===== src/rtl/core/ihex_pkg.sv =====
`default_nettype none

package ihex_pkg;

	// parse phases
	localparam logic [2:0] PH_COLON  = 3'd0;
	localparam logic [2:0] PH_LEN    = 3'd1;
	localparam logic [2:0] PH_OFFSET = 3'd2;
	localparam logic [2:0] PH_TYPE   = 3'd3;
	localparam logic [2:0] PH_DATA   = 3'd4;
	localparam logic [2:0] PH_UPPER  = 3'd5;
	localparam logic [2:0] PH_CHECK  = 3'd6;

	// result kinds
	localparam logic [1:0] KIND_DATA   = 2'd0;
	localparam logic [1:0] KIND_ACCEPT = 2'd1;
	localparam logic [1:0] KIND_EOF    = 2'd2;
	localparam logic [1:0] KIND_ERROR  = 2'd3;

	// error codes
	localparam logic [2:0] ERR_NONE  = 3'd0;
	localparam logic [2:0] ERR_COLON = 3'd1;
	localparam logic [2:0] ERR_HEX   = 3'd2;
	localparam logic [2:0] ERR_TYPE  = 3'd3;
	localparam logic [2:0] ERR_SUM   = 3'd4;

	// record types
	localparam logic [7:0] REC_DATA  = 8'h00;
	localparam logic [7:0] REC_EOF   = 8'h01;
	localparam logic [7:0] REC_UPPER = 8'h04;

	localparam logic [7:0] CHAR_COLON = 8'h3a;

	typedef struct packed {
		logic       is_space;
		logic       is_colon;
		logic       is_hex;
		logic [3:0] nibble;
	} char_class_t;

endpackage

`default_nettype wire


===== src/rtl/core/ihex_char_if.sv =====
`default_nettype none

interface ihex_char_if;
	logic       valid;
	logic       ready;
	logic [7:0] char_in;

	modport source (output valid, output char_in, input ready);
	modport sink (input valid, input char_in, output ready);
endinterface

`default_nettype wire


===== src/rtl/core/ihex_result_if.sv =====
`default_nettype none

interface ihex_result_if;
	logic        valid;
	logic        ready;
	logic [1:0]  kind;
	logic [31:0] address;
	logic [7:0]  data_byte;
	logic [2:0]  error_code;

	modport source (output valid, output kind, output address, output data_byte,
		output error_code, input ready);
	modport sink (input valid, input kind, input address, input data_byte,
		input error_code, output ready);
endinterface

`default_nettype wire


===== src/rtl/core/ihex_char_decode.sv =====
`default_nettype none

module ihex_char_decode (
	input  wire logic [7:0]           char_in,
	output ihex_pkg::char_class_t     cls
);

	always_comb begin
		cls.is_space = (char_in == 8'h20) || ((char_in >= 8'h09) && (char_in <= 8'h0d));
		cls.is_colon = (char_in == ihex_pkg::CHAR_COLON);
		cls.is_hex   = 1'b1;
		cls.nibble   = 4'd0;
		priority if ((char_in >= 8'h30) && (char_in <= 8'h39)) begin
			cls.nibble = 4'(char_in - 8'h30);
		end else if ((char_in >= 8'h41) && (char_in <= 8'h46)) begin
			cls.nibble = 4'(char_in - 8'h37);
		end else if ((char_in >= 8'h61) && (char_in <= 8'h66)) begin
			cls.nibble = 4'(char_in - 8'h57);
		end else begin
			cls.is_hex = 1'b0;
		end
	end

endmodule

`default_nettype wire


===== src/rtl/core/intel_hex_record_parser.sv =====
`default_nettype none

// Intel HEX record parser. One ASCII character is taken per beat on chars and
// whitespace is skipped anywhere. Each data byte of a type 00 record comes out
// on records as a data beat with its 32-bit address ((upper << 16) + offset +
// position); a type 04 record loads the upper address from its first two
// payload bytes, a type 01 record gives end of file at once and a good check
// byte gives record accepted. A missing colon, a bad hex digit, an unknown
// type or a checksum mismatch gives an error beat; after an error or end of
// file all characters are swallowed until reset. The parse state is updated in
// the cycle the beat is taken and the result sits in a single output register,
// so a character is taken in every cycle while that register is empty or being
// drained. Most characters give no result beat at all.

module intel_hex_record_parser (
	input  wire logic       clk,
	input  wire logic       arst_n,
	ihex_char_if.sink       chars,
	ihex_result_if.source   records
);

	// character classification
	ihex_pkg::char_class_t cls;

	ihex_char_decode u_decode (
		.char_in (chars.char_in),
		.cls     (cls)
	);

	// parse state
	logic [2:0]  phase_q,       phase_d;
	logic        lnp_q,         lnp_d;
	logic [3:0]  accum_q,       accum_d;
	logic        fbi_q,         fbi_d;
	logic [7:0]  length_q,      length_d;
	logic [7:0]  remaining_q,   remaining_d;
	logic [15:0] offset_q,      offset_d;
	logic [15:0] upper_q,       upper_d;
	logic [7:0]  sum_q,         sum_d;
	logic [31:0] addr_q,        addr_d;
	logic        halted_q,      halted_d;

	// result of this beat
	logic        res_valid;
	logic [1:0]  res_kind;
	logic [31:0] res_addr;
	logic [7:0]  res_data;
	logic [2:0]  res_err;

	// output register
	logic        out_valid_q;
	logic [1:0]  out_kind_q;
	logic [31:0] out_addr_q;
	logic [7:0]  out_data_q;
	logic [2:0]  out_err_q;

	logic        in_fire;
	logic [7:0]  byte_val;
	logic [15:0] offset_next;
	logic [7:0]  remaining_next;

	assign chars.ready = !out_valid_q || records.ready;
	assign in_fire     = chars.valid && chars.ready;

	assign byte_val       = {accum_q, cls.nibble};
	assign offset_next    = {offset_q[7:0], byte_val};
	assign remaining_next = remaining_q - 8'd1;

	always_comb begin
		phase_d     = phase_q;
		lnp_d       = lnp_q;
		accum_d     = accum_q;
		fbi_d       = fbi_q;
		length_d    = length_q;
		remaining_d = remaining_q;
		offset_d    = offset_q;
		upper_d     = upper_q;
		sum_d       = sum_q;
		addr_d      = addr_q;
		halted_d    = halted_q;
		res_valid   = 1'b0;
		res_kind    = ihex_pkg::KIND_DATA;
		res_addr    = 32'd0;
		res_data    = 8'd0;
		res_err     = ihex_pkg::ERR_NONE;

		if (!halted_q && !cls.is_space) begin
			if (phase_q == ihex_pkg::PH_COLON) begin
				if (!cls.is_colon) begin
					halted_d  = 1'b1;
					res_valid = 1'b1;
					res_kind  = ihex_pkg::KIND_ERROR;
					res_err   = ihex_pkg::ERR_COLON;
				end else begin
					sum_d    = 8'd0;
					lnp_d    = 1'b0;
					fbi_d    = 1'b0;
					offset_d = 16'd0;
					phase_d  = ihex_pkg::PH_LEN;
				end
			end else if (!cls.is_hex) begin
				halted_d  = 1'b1;
				res_valid = 1'b1;
				res_kind  = ihex_pkg::KIND_ERROR;
				res_err   = ihex_pkg::ERR_HEX;
			end else if (!lnp_q) begin
				accum_d = cls.nibble;
				lnp_d   = 1'b1;
			end else begin
				lnp_d = 1'b0;
				// running sum holds minus the bytes so far, check byte excluded
				if (phase_q != ihex_pkg::PH_CHECK) begin
					sum_d = sum_q - byte_val;
				end
				unique case (phase_q)
					ihex_pkg::PH_LEN: begin
						length_d = byte_val;
						phase_d  = ihex_pkg::PH_OFFSET;
						fbi_d    = 1'b0;
					end
					ihex_pkg::PH_OFFSET: begin
						offset_d = offset_next;
						if (!fbi_q) begin
							fbi_d = 1'b1;
						end else begin
							fbi_d   = 1'b0;
							addr_d  = {upper_q, 16'd0} + {16'd0, offset_next};
							phase_d = ihex_pkg::PH_TYPE;
						end
					end
					ihex_pkg::PH_TYPE: begin
						priority if (byte_val == ihex_pkg::REC_DATA) begin
							remaining_d = length_q;
							phase_d     = (length_q == 8'd0) ? ihex_pkg::PH_CHECK
								: ihex_pkg::PH_DATA;
						end else if (byte_val == ihex_pkg::REC_EOF) begin
							halted_d  = 1'b1;
							res_valid = 1'b1;
							res_kind  = ihex_pkg::KIND_EOF;
						end else if (byte_val == ihex_pkg::REC_UPPER) begin
							fbi_d   = 1'b0;
							phase_d = ihex_pkg::PH_UPPER;
						end else begin
							halted_d  = 1'b1;
							res_valid = 1'b1;
							res_kind  = ihex_pkg::KIND_ERROR;
							res_err   = ihex_pkg::ERR_TYPE;
						end
					end
					ihex_pkg::PH_DATA: begin
						addr_d      = addr_q + 32'd1;
						remaining_d = remaining_next;
						if (remaining_next == 8'd0) begin
							phase_d = ihex_pkg::PH_CHECK;
						end
						res_valid = 1'b1;
						res_kind  = ihex_pkg::KIND_DATA;
						res_addr  = addr_q;
						res_data  = byte_val;
					end
					ihex_pkg::PH_UPPER: begin
						// upper address is loaded from exactly two bytes
						if (!fbi_q) begin
							upper_d = {byte_val, 8'd0};
							fbi_d   = 1'b1;
						end else begin
							upper_d = {upper_q[15:8], byte_val};
							fbi_d   = 1'b0;
							phase_d = ihex_pkg::PH_CHECK;
						end
					end
					default: begin
						// check byte, and any unused phase code behaves the same
						phase_d   = ihex_pkg::PH_COLON;
						res_valid = 1'b1;
						if (byte_val != sum_q) begin
							halted_d = 1'b1;
							res_kind = ihex_pkg::KIND_ERROR;
							res_err  = ihex_pkg::ERR_SUM;
						end else begin
							res_kind = ihex_pkg::KIND_ACCEPT;
						end
					end
				endcase
			end
		end
	end

	// parse state registers
	always_ff @(posedge clk or negedge arst_n) begin
		if (!arst_n) begin
			phase_q     <= ihex_pkg::PH_COLON;
			lnp_q       <= 1'b0;
			accum_q     <= 4'd0;
			fbi_q       <= 1'b0;
			length_q    <= 8'd0;
			remaining_q <= 8'd0;
			offset_q    <= 16'd0;
			upper_q     <= 16'd0;
			sum_q       <= 8'd0;
			addr_q      <= 32'd0;
			halted_q    <= 1'b0;
		end else if (in_fire) begin
			phase_q     <= phase_d;
			lnp_q       <= lnp_d;
			accum_q     <= accum_d;
			fbi_q       <= fbi_d;
			length_q    <= length_d;
			remaining_q <= remaining_d;
			offset_q    <= offset_d;
			upper_q     <= upper_d;
			sum_q       <= sum_d;
			addr_q      <= addr_d;
			halted_q    <= halted_d;
		end
	end

	// output register: refilled on every taken character, drained by ready
	always_ff @(posedge clk or negedge arst_n) begin
		if (!arst_n) begin
			out_valid_q <= 1'b0;
		end else if (in_fire) begin
			out_valid_q <= res_valid;
		end else if (records.ready) begin
			out_valid_q <= 1'b0;
		end
	end

	always_ff @(posedge clk) begin
		if (in_fire && res_valid) begin
			out_kind_q <= res_kind;
			out_addr_q <= res_addr;
			out_data_q <= res_data;
			out_err_q  <= res_err;
		end
	end

	assign records.valid      = out_valid_q;
	assign records.kind       = out_kind_q;
	assign records.address    = out_addr_q;
	assign records.data_byte  = out_data_q;
	assign records.error_code = out_err_q;

	// once halted, only reset leaves that state
	a_halt_sticky: assert property (@(posedge clk) disable iff (!arst_n)
		halted_q |=> halted_q)
		else $error("parser left the halted state");

	// a halted parser swallows characters without producing beats
	a_halt_silent: assert property (@(posedge clk) disable iff (!arst_n)
		(halted_q && in_fire) |=> !records.valid)
		else $error("beat produced while halted");

	// the data phase is never entered with nothing left to read
	a_data_count: assert property (@(posedge clk) disable iff (!arst_n)
		(phase_q == ihex_pkg::PH_DATA) |-> (remaining_q != 8'd0))
		else $error("data phase with zero bytes remaining");

	// an error beat always carries a code, other beats never do
	a_err_code: assert property (@(posedge clk) disable iff (!arst_n)
		records.valid |-> ((records.kind == ihex_pkg::KIND_ERROR)
			== (records.error_code != ihex_pkg::ERR_NONE)))
		else $error("error code does not match result kind");

endmodule

`default_nettype wire


===== src/flat_wrapper.sv =====
// flat-port wrapper written by rule: the top's interface ports become plain ports
module intel_hex_record_parser_flat 
  (clk, arst_n, chars_valid, chars_char_in, chars_ready, records_valid, records_kind, records_address, records_data_byte, records_error_code, records_ready);
  ihex_char_if chars_i ();
  ihex_result_if records_i ();
  input  wire logic clk;
  input  wire logic arst_n;
  input wire logic [$bits(chars_i.valid)-1:0] chars_valid;
  input wire logic [$bits(chars_i.char_in)-1:0] chars_char_in;
  output wire logic [$bits(chars_i.ready)-1:0] chars_ready;
  output wire logic [$bits(records_i.valid)-1:0] records_valid;
  output wire logic [$bits(records_i.kind)-1:0] records_kind;
  output wire logic [$bits(records_i.address)-1:0] records_address;
  output wire logic [$bits(records_i.data_byte)-1:0] records_data_byte;
  output wire logic [$bits(records_i.error_code)-1:0] records_error_code;
  input wire logic [$bits(records_i.ready)-1:0] records_ready;
  assign chars_i.valid = chars_valid;
  assign chars_i.char_in = chars_char_in;
  assign chars_ready = chars_i.ready;
  assign records_valid = records_i.valid;
  assign records_kind = records_i.kind;
  assign records_address = records_i.address;
  assign records_data_byte = records_i.data_byte;
  assign records_error_code = records_i.error_code;
  assign records_i.ready = records_ready;
  intel_hex_record_parser u_core (.clk(clk), .arst_n(arst_n), .chars(chars_i), .records(records_i));
endmodule

===== config.mk =====
export PLATFORM = sky130hd
export DESIGN_NAME = intel_hex_record_parser_flat
export DESIGN_NICKNAME = d
export VERILOG_FILES = /design/src/rtl/core/ihex_pkg.sv /design/src/rtl/core/ihex_char_if.sv /design/src/rtl/core/ihex_result_if.sv /design/src/rtl/core/ihex_char_decode.sv /design/src/rtl/core/intel_hex_record_parser.sv /design/src/flat_wrapper.sv
export SDC_FILE = /design/constraint.sdc
export NUM_CORES = 1
export LEC_CHECK = 0
export ABC_AREA = 1
export ABC_CLOCK_PERIOD_IN_PS = 5000
export BUFFER_PORTS_ARGS = -buffer_cell sky130_fd_sc_hd__buf_4
export CAP_MARGIN = 20
export CORE_MARGIN = 2
export CORE_UTILIZATION = 30
export CTS_CLUSTER_SIZE = 24
export DETAILED_ROUTE_END_ITERATION = 6
export PLACE_DENSITY = 0.5
export SLEW_MARGIN = 20
export SYNTH_ARGS = -nofsm -noshare
export SYNTH_HDL_FRONTEND = slang
export SYNTH_SLANG_ARGS = --single-unit

===== constraint.sdc =====
create_clock -name clk -period 5 [get_ports clk]
set_clock_uncertainty 0.2 [all_clocks]
set_input_delay 0.75 -clock clk [delete_from_list [all_inputs] [get_ports clk]]
set_output_delay 0.75 -clock clk [all_outputs]
set_load 0.01 [all_outputs]

==> impl_metrics.csv, run 1 <==
group,metric,value,unit
clock_network,cts_root_buf,"clkbuf_16",
synth,yosys-top-cells-area,"dfrtp_1 (31%), edfxtp_1 (19%), nand2_1 (13%), o21ai_0 (5.6%), nor2_1 (5.6%)",
timing,rsz0062_at_grt,"false",
die,dieWidth,160,um
detailed_routing,drt_iter0_drc,429,
detailed_routing,first_pass_iters,5,
place,port_buffers,58,
clock_network,cts.sinks,136,
power,pwr-share-comb,0.022,
timing,fmax,300,MHz
layout,area_delta_synth_final,18.5,%
synth,synth.top_cell.area_share,0.313,
detailed_routing,num_vias,6091,
power,p_per_area,280,nW/um2
clock_network,holdBufCountCts,0,
timing,post-route-period-util,0.667,
clock_network,postCtsSetupBuffers,0,
detailed_routing,antenna_left,0,
power,leakage,4.02,nW
layout,drive_above_1_share,0.123,
layout,antenna_cells,0,
timing,fin_ws,1.66,ns
synth,yosysUniqueCellTypes,36,
clock_network,clk_latency,0.43,ns
synth,avgSynthCellArea,8.03,um2
clock_network,cts_made_buffers,17,
clock_network,htreeDepth,4,
worst_setup_path,worstPathMaxFanout,8,
clock_network,cts_tree,"done",
timing,fin_crit,3.34,ns
power,pwr-share-seq,0.475,
detailed_routing,wl,20400,um
detailed_routing,drc,0,
die,io-pin-count,59,
die,initial_core_util,0.303,
grt,antenna_found_initial,1,
grt,grt_use_total,0.166,
power,netSwitchingFraction,0.230,
worst_setup_path,cp-start-kind,"primary input",
detailed_routing,wl_per_cell,15.7,um
worst_setup_path,critPathKind,"in -> reg",
synth,ys_warn_count,0,
layout,num-nets-final,994,
die,num_rows,57,
power,power.internal,1.86,mW
synth,synth_seq_cells,136,
layout,final_core_util,0.359,
grt,grt_pass1_wl,32900,um
place,place_ws,1.16,ns
die,die_h,160,um
worst_setup_path,r2r_cells,10,
timing,slew_violations,0,
worst_setup_path,arrival,3.44,ns
place,gp_congestion,0.878,
power,clkPwrFrac,0.503,
synth,yosys.area.top_type,"dfrtp_1",
timing,worst_pin_slew,0.948,ns
worst_setup_path,cp-end-kind,"flip-flop",
die,dieArea,25500,um2
synth,yosysSeqAreaShare,0.499,
grt,globalRouteOverflowTotal,0,
synth,synthesis.nets,934,
clock_network,cts_resized,0,
power,switchingPower,0.556,mW
power,vdd_ir_drop_max,0.137,mV
worst_setup_path,cp.required,5.10,ns
grt,grt_max_degree,67,
timing,finalSetupTns,0,ns
synth,synthFlopType,"dfrtp_1",
timing,hold_viol,0,
run_status,status,"finished, final reports clean",
synth,synth_edf_count,45,
timing,setup_viol,0,
detailed_routing,drt-vias-per-instance,4.67,
layout,final_cell_mix,"nand2_1 (254), nor2_1 (108), dfrtp_1 (91), inv_1 (90), o21ai_0 (82)",
synth,async_reset_ff_frac,0.669,
die,core-area,24000,um2
clock_network,path_clk_slew,0.07,ns
place,place_hpwl,14400,um
synth,postSynthCellCount,906,
clock_network,clk_path_buf_depth,2,
grt,grt_pass1_vias,5900,
layout,layout.cells.most_common,"nand2_1",
min_path,hold_class,"in -> async",
timing,slew_headroom,0.363,
synth,netlist_area,7280,um2
run,cap_viol_max_count,0,
-- area by class of cell --
cell class	instances	area, um2
fillers	2520	15400
flip-flops and latches	136	3630
multi-input cells	650	3170
repair buffers	64	493
clock buffers	18	439
well taps	324	405
inverters	97	364
clock inverters	14	125
-- worst max-delay path: stages --
cell and delay, ns:
buf_4 0.12, inv_1 0.14, ha_1 0.23, nand2_1 0.07, nand3_1 0.12, nand2_1 0.12
nand2_1 0.08, nand2_1 0.18, inv_1 0.16, ha_1 0.15, inv_1 0.06, fa_1 0.45
a21oi_1 0.13, o21ai_0 0.13, nand2_1 0.09, nand2_1 0.05, a21oi_1 0.15, xor2_1 0.17
o21ai_0 0.09
-- stage by stage --
stage	total power, mW	cells	hold slack (ns)	area, um2
after floorplan	1.19	906	0.234	7280
after global placement	1.22	1270	0.257	8040
after detailed placement	1.22	1270	0.262	8040
after CTS	2.44	1302	0.273	8600
after global routing	2.50	1303	0.285	8620
final	2.41	1303	0.202	8620
-- state kept, by name, summed over array words and instances (netlist names), 4 cells and up --
signal and count:
u_core.addr_q 32, u_core.records.address 32, u_core.upper_q 16, u_core.length_q 8, u_core.offset_q 8, u_core.records.data_byte 8
u_core.remaining_q 8, u_core.sum_q 8, u_core.accum_q 4
-- cells by family after synthesis --
logic type / synth area share
AND/OR/NAND/NOR: 0.271
flip-flops: 0.499
AO/OA/AOI/OAI: 0.0930
buffers and inverters: 0.0662
XOR/XNOR: 0.0373
adder cells (fa/ha/maj): 0.0285
multiplexers: 0.00550
-- path summary, 6_finish.rpt --
| kind | start | end | slack [ns] |
|---|---|---|---|
| min in group clk | u_core.remaining_q[1] | u_core.remaining_q[1] | 0.28 |
| setup reg to reg | u_core.phase_q[2] | u_core.records.address[18] | 1.86 |
| max in group asynchronous | arst_n | u_core.addr_q[24] | 3.44 |
| hold / removal | arst_n | u_core.phase_q[0] | 0.20 |
| hold reg to reg | u_core.remaining_q[1] | u_core.remaining_q[1] | 0.28 |
| setup / recovery | chars_char_in[0] | u_core.sum_q[6] | 1.66 |
-- power by group through the flow --
stage,combinational (mW),sequential (mW),clock (mW)
2_1_floorplan,0.0240,1.17,0
3_3_place_gp,0.0551,1.17,0
3_5_place_dp,0.0553,1.17,0
4_1_cts,0.0552,1.15,1.24
5_1_grt,0.0623,1.15,1.29
6_report,0.0536,1.15,1.21
-- metal layers --
| layer | share of wire | track usage | vias up | wire [um] |
|---|---|---|---|---|
| met5 | 0 | 0 | - | 0 |
| met4 | 0.021 | 0.0541 | 0 | 437 |
| met3 | 0.040 | 0.0327 | 33 | 821 |
| met2 | 0.47 | 0.270 | 142 | 9610 |
| met1 | 0.47 | 0.222 | 2845 | 9540 |
| li1 | - | - | 3071 | - |
-- Yosys cell counts, drive strengths merged, types with 10 or more instances --
library cell	n
nand3	50
nand4	18
buf	10
nor2	112
nand2	261
clkbuf	13
o21ai	106
edfxtp	45
nor3	21
dfrtp	91
ha	15
inv	97
xor2	28
a21oi	18
No activity file was read; power rests on OpenSTA's default activity.
==> inputs of run 2 (changes only) <==
- ABC_CLOCK_PERIOD_IN_PS: 5000 -> 3430
- clock period: 5 -> 3.43 ns (I/O delays scaled with it)
==> impl_metrics.csv, run 2 (synthesis gave the netlist of run 1 again) <==
group,metric,value,unit
power,pwr-share-comb,0.024,
layout,final_core_util,0.363,
detailed_routing,dr.max_layer_used,"met4",
timing,finalSetupTns,0,ns
min_path,hold_path_startpoint,"records_ready",
layout,multiInputGateArea,3170,um2
min_path,min_to,"u_core.records.valid",
clock_network,clk_latency,0.43,ns
layout,fin_area,8730,um2
grt,globalRouteOverflowTotal,0,
detailed_routing,wl_met2,9320,um
worst_setup_path,path_cells,"buf_4 > inv_1 > ha_1 > nand2_1 > nand3_1 > nand2_1 > nand2_1 > nand2_1 > inv_1 > ha_1 > inv_1 > fa_1 > a21oi_1 > o21ai_0 > nand2_1 > nand2_1 > a21oi_1 > xor2_1 > o21ai_0",
power,vdd_ir_drop_max,0.176,mV
worst_setup_path,cp.required,3.54,ns
grt,grt_use_total,0.162,
clock_network,path_clk_slew,0.07,ns
grt,grt_pass1_wl,32400,um
layout,num-nets-final,1007,
worst_setup_path,cp-end-kind,"flip-flop",
die,io-pin-count,59,
worst_setup_path,cpPeakStageDelay,0.45,ns
layout,drive_above_1_share,0.133,
die,num_rows,57,
run,cap_viol_max_count,0,
worst_setup_path,cpMostUsedCell,"nand2_1",
timing,worst_pin_slew,0.735,ns
timing,fin_ws,0.497,ns
worst_setup_path,r2r_slack,0.76,ns
detailed_routing,met1_length,9310,um
power,power.internal,2.67,mW
power,leakage,4.10,nW
detailed_routing,drt-vias-per-instance,4.73,
layout,instances_no_fill,1316,
die,initial_core_util,0.303,
power,netSwitchingFraction,0.233,
clock_network,cts.sinks,136,
worst_setup_path,worstReg2RegStart,"u_core.phase_q[2]",
detailed_routing,first_pass_iters,5,
die,dieWidth,160,um
layout,antenna_cells,0,
worst_setup_path,cpMaxStageDelayCell,"fa_1",
timing,setup_viol,0,
worst_setup_path,critPathTopFamily,"adder cells",
place,place_hpwl,14200,um
timing,fin_crit,2.93,ns
die,dieArea,25500,um2
worst_setup_path,critPathKind,"in -> reg",
power,switchingPower,0.810,mW
clock_network,cts_root_buf,"clkbuf_16",
place,place_ws,0.0796,ns
clock_network,cts_made_buffers,17,
min_path,hold_class,"in -> reg",
layout,area_delta_synth_final,20.0,%
timing,fin_hold_ws,0.158,ns
timing,slew_headroom,0.510,
clock_network,cts_tree,"done",
timing,rsz0062_at_grt,"false",
power,pwr-share-seq,0.481,
worst_setup_path,crit_buf_inv,4,
layout,ff_latch_area,3630,um2
power,p_per_area,398,nW/um2
detailed_routing,drc,0,
place,gp_congestion,0.897,
place,place_area,8170,um2
die,die_h,160,um
timing,slew_violations,0,
worst_setup_path,r2r-end,"u_core.records.address[1]",
place,dp.cells,1283,
clock_network,clk_path_buf_depth,2,
detailed_routing,wl_per_cell,15.1,um
worst_setup_path,r2r_cells,10,
layout,n_fill_cell,2522,
place,port_buffers,58,
grt,grt_max_degree,54,
worst_setup_path,worstPathMaxFanout,5,
worst_setup_path,arrival,3.04,ns
clock_network,postCtsSetupBuffers,0,
detailed_routing,num_vias,6225,
layout,layout.cells.most_common,"nand2_1",
timing,post-route-period-util,0.855,
clock_network,htreeDepth,4,
timing,hold_viol,0,
timing,fmax,341,MHz
detailed_routing,met3_length,850,um
detailed_routing,wl,19800,um
run_status,status,"finished, final reports clean",
grt,grt_pass1_vias,5991,
min_path,whs_path_depth,4,
detailed_routing,antenna_left,0,
die,core-area,24000,um2
worst_setup_path,cp-start-kind,"primary input",
power,clkPwrFrac,0.495,
power,power,3.48,mW
detailed_routing,drt_iter0_drc,360,
grt,antenna_found_initial,0,
layout,final_cell_mix,"nand2_1 (254), nor2_1 (108), dfrtp_1 (91), inv_1 (90), o21ai_0 (82)",
-- run 2: cell types whose count changed in the layout (fill, tap and decap cells not counted) --
cell | before | now
buf_12 | 1 | 3
buf_4 | 63 | 73
bufinv_16 | 1 | 0
clkbuf_1 | 0 | 1
clkbuf_16 | 17 | 18
clkbuf_8 | 1 | 0
clkinv_1 | 1 | 0
clkinv_2 | 2 | 4
clkinv_4 | 2 | 3
clkinvlp_4 | 5 | 1
dlygate4sd3_1 | 0 | 1
inv_4 | 0 | 2
-- run 2: routing by layer --
layer	track usage	up-vias
met1	0.216	2959
met3	0.0332	20
met4	0.0545	0
met2	0.265	146
met5	0	-
li1	-	3100
-- run 2: area by class of cell --
cell class / count / area share
clock buffer: 19 / 0.0520
clock inverter: 13 / 0.0106
sequential: 136 / 0.416
tap: 324 / 0.0464
inverter: 97 / 0.0417
timing repair buffer: 77 / 0.0708
multi-input combinational: 650 / 0.363
-- run 2: worst min-delay path: cells and delay by family --
| kind | cells | cell delay, ns |
|---|---|---|
| buffers and inverters | 2 | 0.10 |
| AND/OR/NAND/NOR | 2 | 0.14 |
-- run 2: how the worst max path moves through the flow --
stage	to	cells after the start	slack, ns	from
global placement	u_core.sum_q[6]	19	0.15	chars_char_in[0]
detailed placement	u_core.sum_q[6]	19	0.08	chars_char_in[0]
finish	u_core.sum_q[6]	19	0.50	chars_char_in[0]
floorplan	u_core.records.address[0]	13	0.16	chars_char_in[0]
global route	u_core.sum_q[6]	19	0.20	chars_char_in[0]
CTS	u_core.sum_q[6]	19	0.53	chars_char_in[0]
-- run 2: power groups by stage --
stage	Sequential [mW]	Combinational, mW	Clock, mW
global route	1.67	0.0959	1.83
floorplan	1.70	0.0349	0
detailed placement	1.70	0.0846	0
finish	1.67	0.0836	1.72
CTS	1.67	0.0855	1.77
global placement	1.70	0.0837	0
-- run 2: repair_timing --
item	CTS	global route
endpoints found under the hold margin	49	0
gates resized for setup	0	0
hold buffers	1	0
==> inputs of run 3 (changes only) <==
- PLACE_DENSITY: 0.5 -> unset
==> impl_metrics.csv, run 3 (synthesis gave the netlist of run 1 again) <==
group,metric,value,unit
worst_setup_path,path_cells,"buf_4 > inv_1 > ha_1 > nand2_1 > nand3_1 > nand2_1 > nand2_1 > nand2_1 > inv_1 > ha_1 > inv_1 > fa_1 > a21oi_1 > o21ai_0 > nand2_1 > nand2_1 > a21oi_1 > xor2_1 > o21ai_0",
min_path,min_to,"u_core.records.valid",
clock_network,cts_tree,"done",
clock_network,htreeDepth,4,
worst_setup_path,cpMaxStageDelayCell,"fa_1",
detailed_routing,drc,0,
place,place_hpwl,13900,um
worst_setup_path,r2r-end,"u_core.records.address[22]",
grt,grt_pass1_vias,5991,
clock_network,clk_path_buf_depth,2,
timing,post-route-period-util,0.830,
worst_setup_path,critPathKind,"in -> reg",
clock_network,cts_made_buffers,17,
detailed_routing,drt_iter0_drc,423,
layout,final_cell_mix,"nand2_1 (254), nor2_1 (108), dfrtp_1 (91), inv_1 (90), o21ai_0 (82)",
layout,drive_above_1_share,0.131,
clock_network,path_clk_slew,0.06,ns
layout,layout.cells.most_common,"nand2_1",
power,p_per_area,413,nW/um2
grt,antenna_found_initial,0,
clock_network,cts.sinks,136,
worst_setup_path,arrival,2.95,ns
timing,slew_violations,0,
die,die_h,160,um
worst_setup_path,cpPeakStageDelay,0.45,ns
worst_setup_path,cp.depth,19,
grt,globalRouteOverflowTotal,0,
die,num_rows,57,
run,cap_viol_max_count,0,
die,dieWidth,160,um
power,power,3.62,mW
detailed_routing,drt-vias-per-instance,4.71,
die,io-pin-count,59,
layout,ff_latch_area,3630,um2
layout,n_fill_cell,2465,
layout,multiInputGateArea,3170,um2
clock_network,cts_root_buf,"clkbuf_16",
worst_setup_path,r2r_slack,0.72,ns
worst_setup_path,worstPathMaxFanout,5,
timing,hold_viol,0,
grt,grt_pass1_wl,31600,um
timing,fmax,351,MHz
clock_network,postCtsSetupBuffers,0,
power,leakage,4.12,nW
timing,finalSetupTns,0,ns
timing,rsz0062_at_grt,"false",
detailed_routing,first_pass_iters,5,
grt,grt_use_total,0.157,
grt,grt_max_degree,54,
min_path,hold_class,"in -> reg",
min_path,hold_path_startpoint,"records_ready",
worst_setup_path,r2r_cells,10,
power,vdd_ir_drop_max,0.233,mV
worst_setup_path,critPathTopFamily,"adder cells",
layout,antenna_cells,0,
timing,worst_pin_slew,0.683,ns
clock_network,clk_latency,0.43,ns
die,core-area,24000,um2
timing,setup_viol,0,
worst_setup_path,worstReg2RegStart,"u_core.phase_q[2]",
layout,num-nets-final,1005,
die,initial_core_util,0.303,
detailed_routing,num_vias,6185,
min_path,whs_path_depth,4,
detailed_routing,wl_per_cell,14.7,um
clock_network,holdBufCountCts,1,
worst_setup_path,crit_buf_inv,4,
layout,area_delta_synth_final,20.6,%
run_status,status,"finished, final reports clean",
worst_setup_path,cpMostUsedCell,"nand2_1",
timing,fin_crit,2.85,ns
die,dieArea,25500,um2
timing,slew_headroom,0.545,
detailed_routing,wl,19300,um
place,port_buffers,58,
clock_network,cts_resized,0,
worst_setup_path,cp-end-kind,"flip-flop",
worst_setup_path,cp-start-kind,"primary input",
detailed_routing,antenna_left,0,
worst_setup_path,cp.required,3.54,ns
place,gp_congestion,0.879,
## run 3: final cells by class
class,count,share of cell area
clock inverter,9,0.00970
inverter,97,0.0415
timing repair buffer,75,0.0687
tap,324,0.0462
clock buffer,23,0.0593
sequential,136,0.414
multi-input combinational,650,0.361
## run 3: worst register-to-register path: stages, from the launching register on
cell,delay [ns]
dfrtp_1,0.46
nor2_1,0.25
nand2_1,0.27
nand2_1,0.18
o21ai_0,0.15
inv_1,0.13
nor2_1,0.07
nor2_1,0.12
o21ai_0,0.17
inv_2,0.11
buf_12,0.25
## run 3: power by group
| part | total [mW] | switching [mW] | internal [mW] |
|---|---|---|---|
| Clock | 1.87 | 0.725 | 1.14 |
| Sequential | 1.67 | 0.00244 | 1.67 |
| Combinational | 0.0842 | 0.0574 | 0.0268 |
## run 3: how the worst max path moves through the flow
stage / endpoint / startpoint / slack (ns)
CTS: u_core.sum_q[6] / chars_char_in[0] / 0.59
floorplan: u_core.records.address[0] / chars_char_in[0] / 0.16
global route: u_core.sum_q[6] / chars_char_in[0] / 0.30
detailed placement: u_core.sum_q[6] / chars_char_in[0] / 0.14
finish: u_core.sum_q[6] / chars_char_in[0] / 0.58
global placement: u_core.sum_q[6] / chars_char_in[0] / 0.17
## run 3: metal layers
layer / global-route usage / share of wire / up-vias
li1: - / - / 3092
met1: 0.202 / 0.45 / 2923
met2: 0.263 / 0.49 / 135
met3: 0.0265 / 0.037 / 35
met4: 0.0632 / 0.026 / 0
met5: 0 / 0 / -
## run 3: stage by stage
stage	area (um2)	setup WS (ns)	utilization	cells	hold WS, ns
4_1_cts	8770	0.590	0.365	1314	0.170
5_1_grt	8770	0.300	0.365	1314	0.203
6_report	8770	0.582	0.365	1314	0.179
3_5_place_dp	8160	0.137	0.339	1281	0.260
2_1_floorplan	7280	0.158	-	906	0.0189
3_3_place_gp	8160	0.171	0.339	1281	0.253
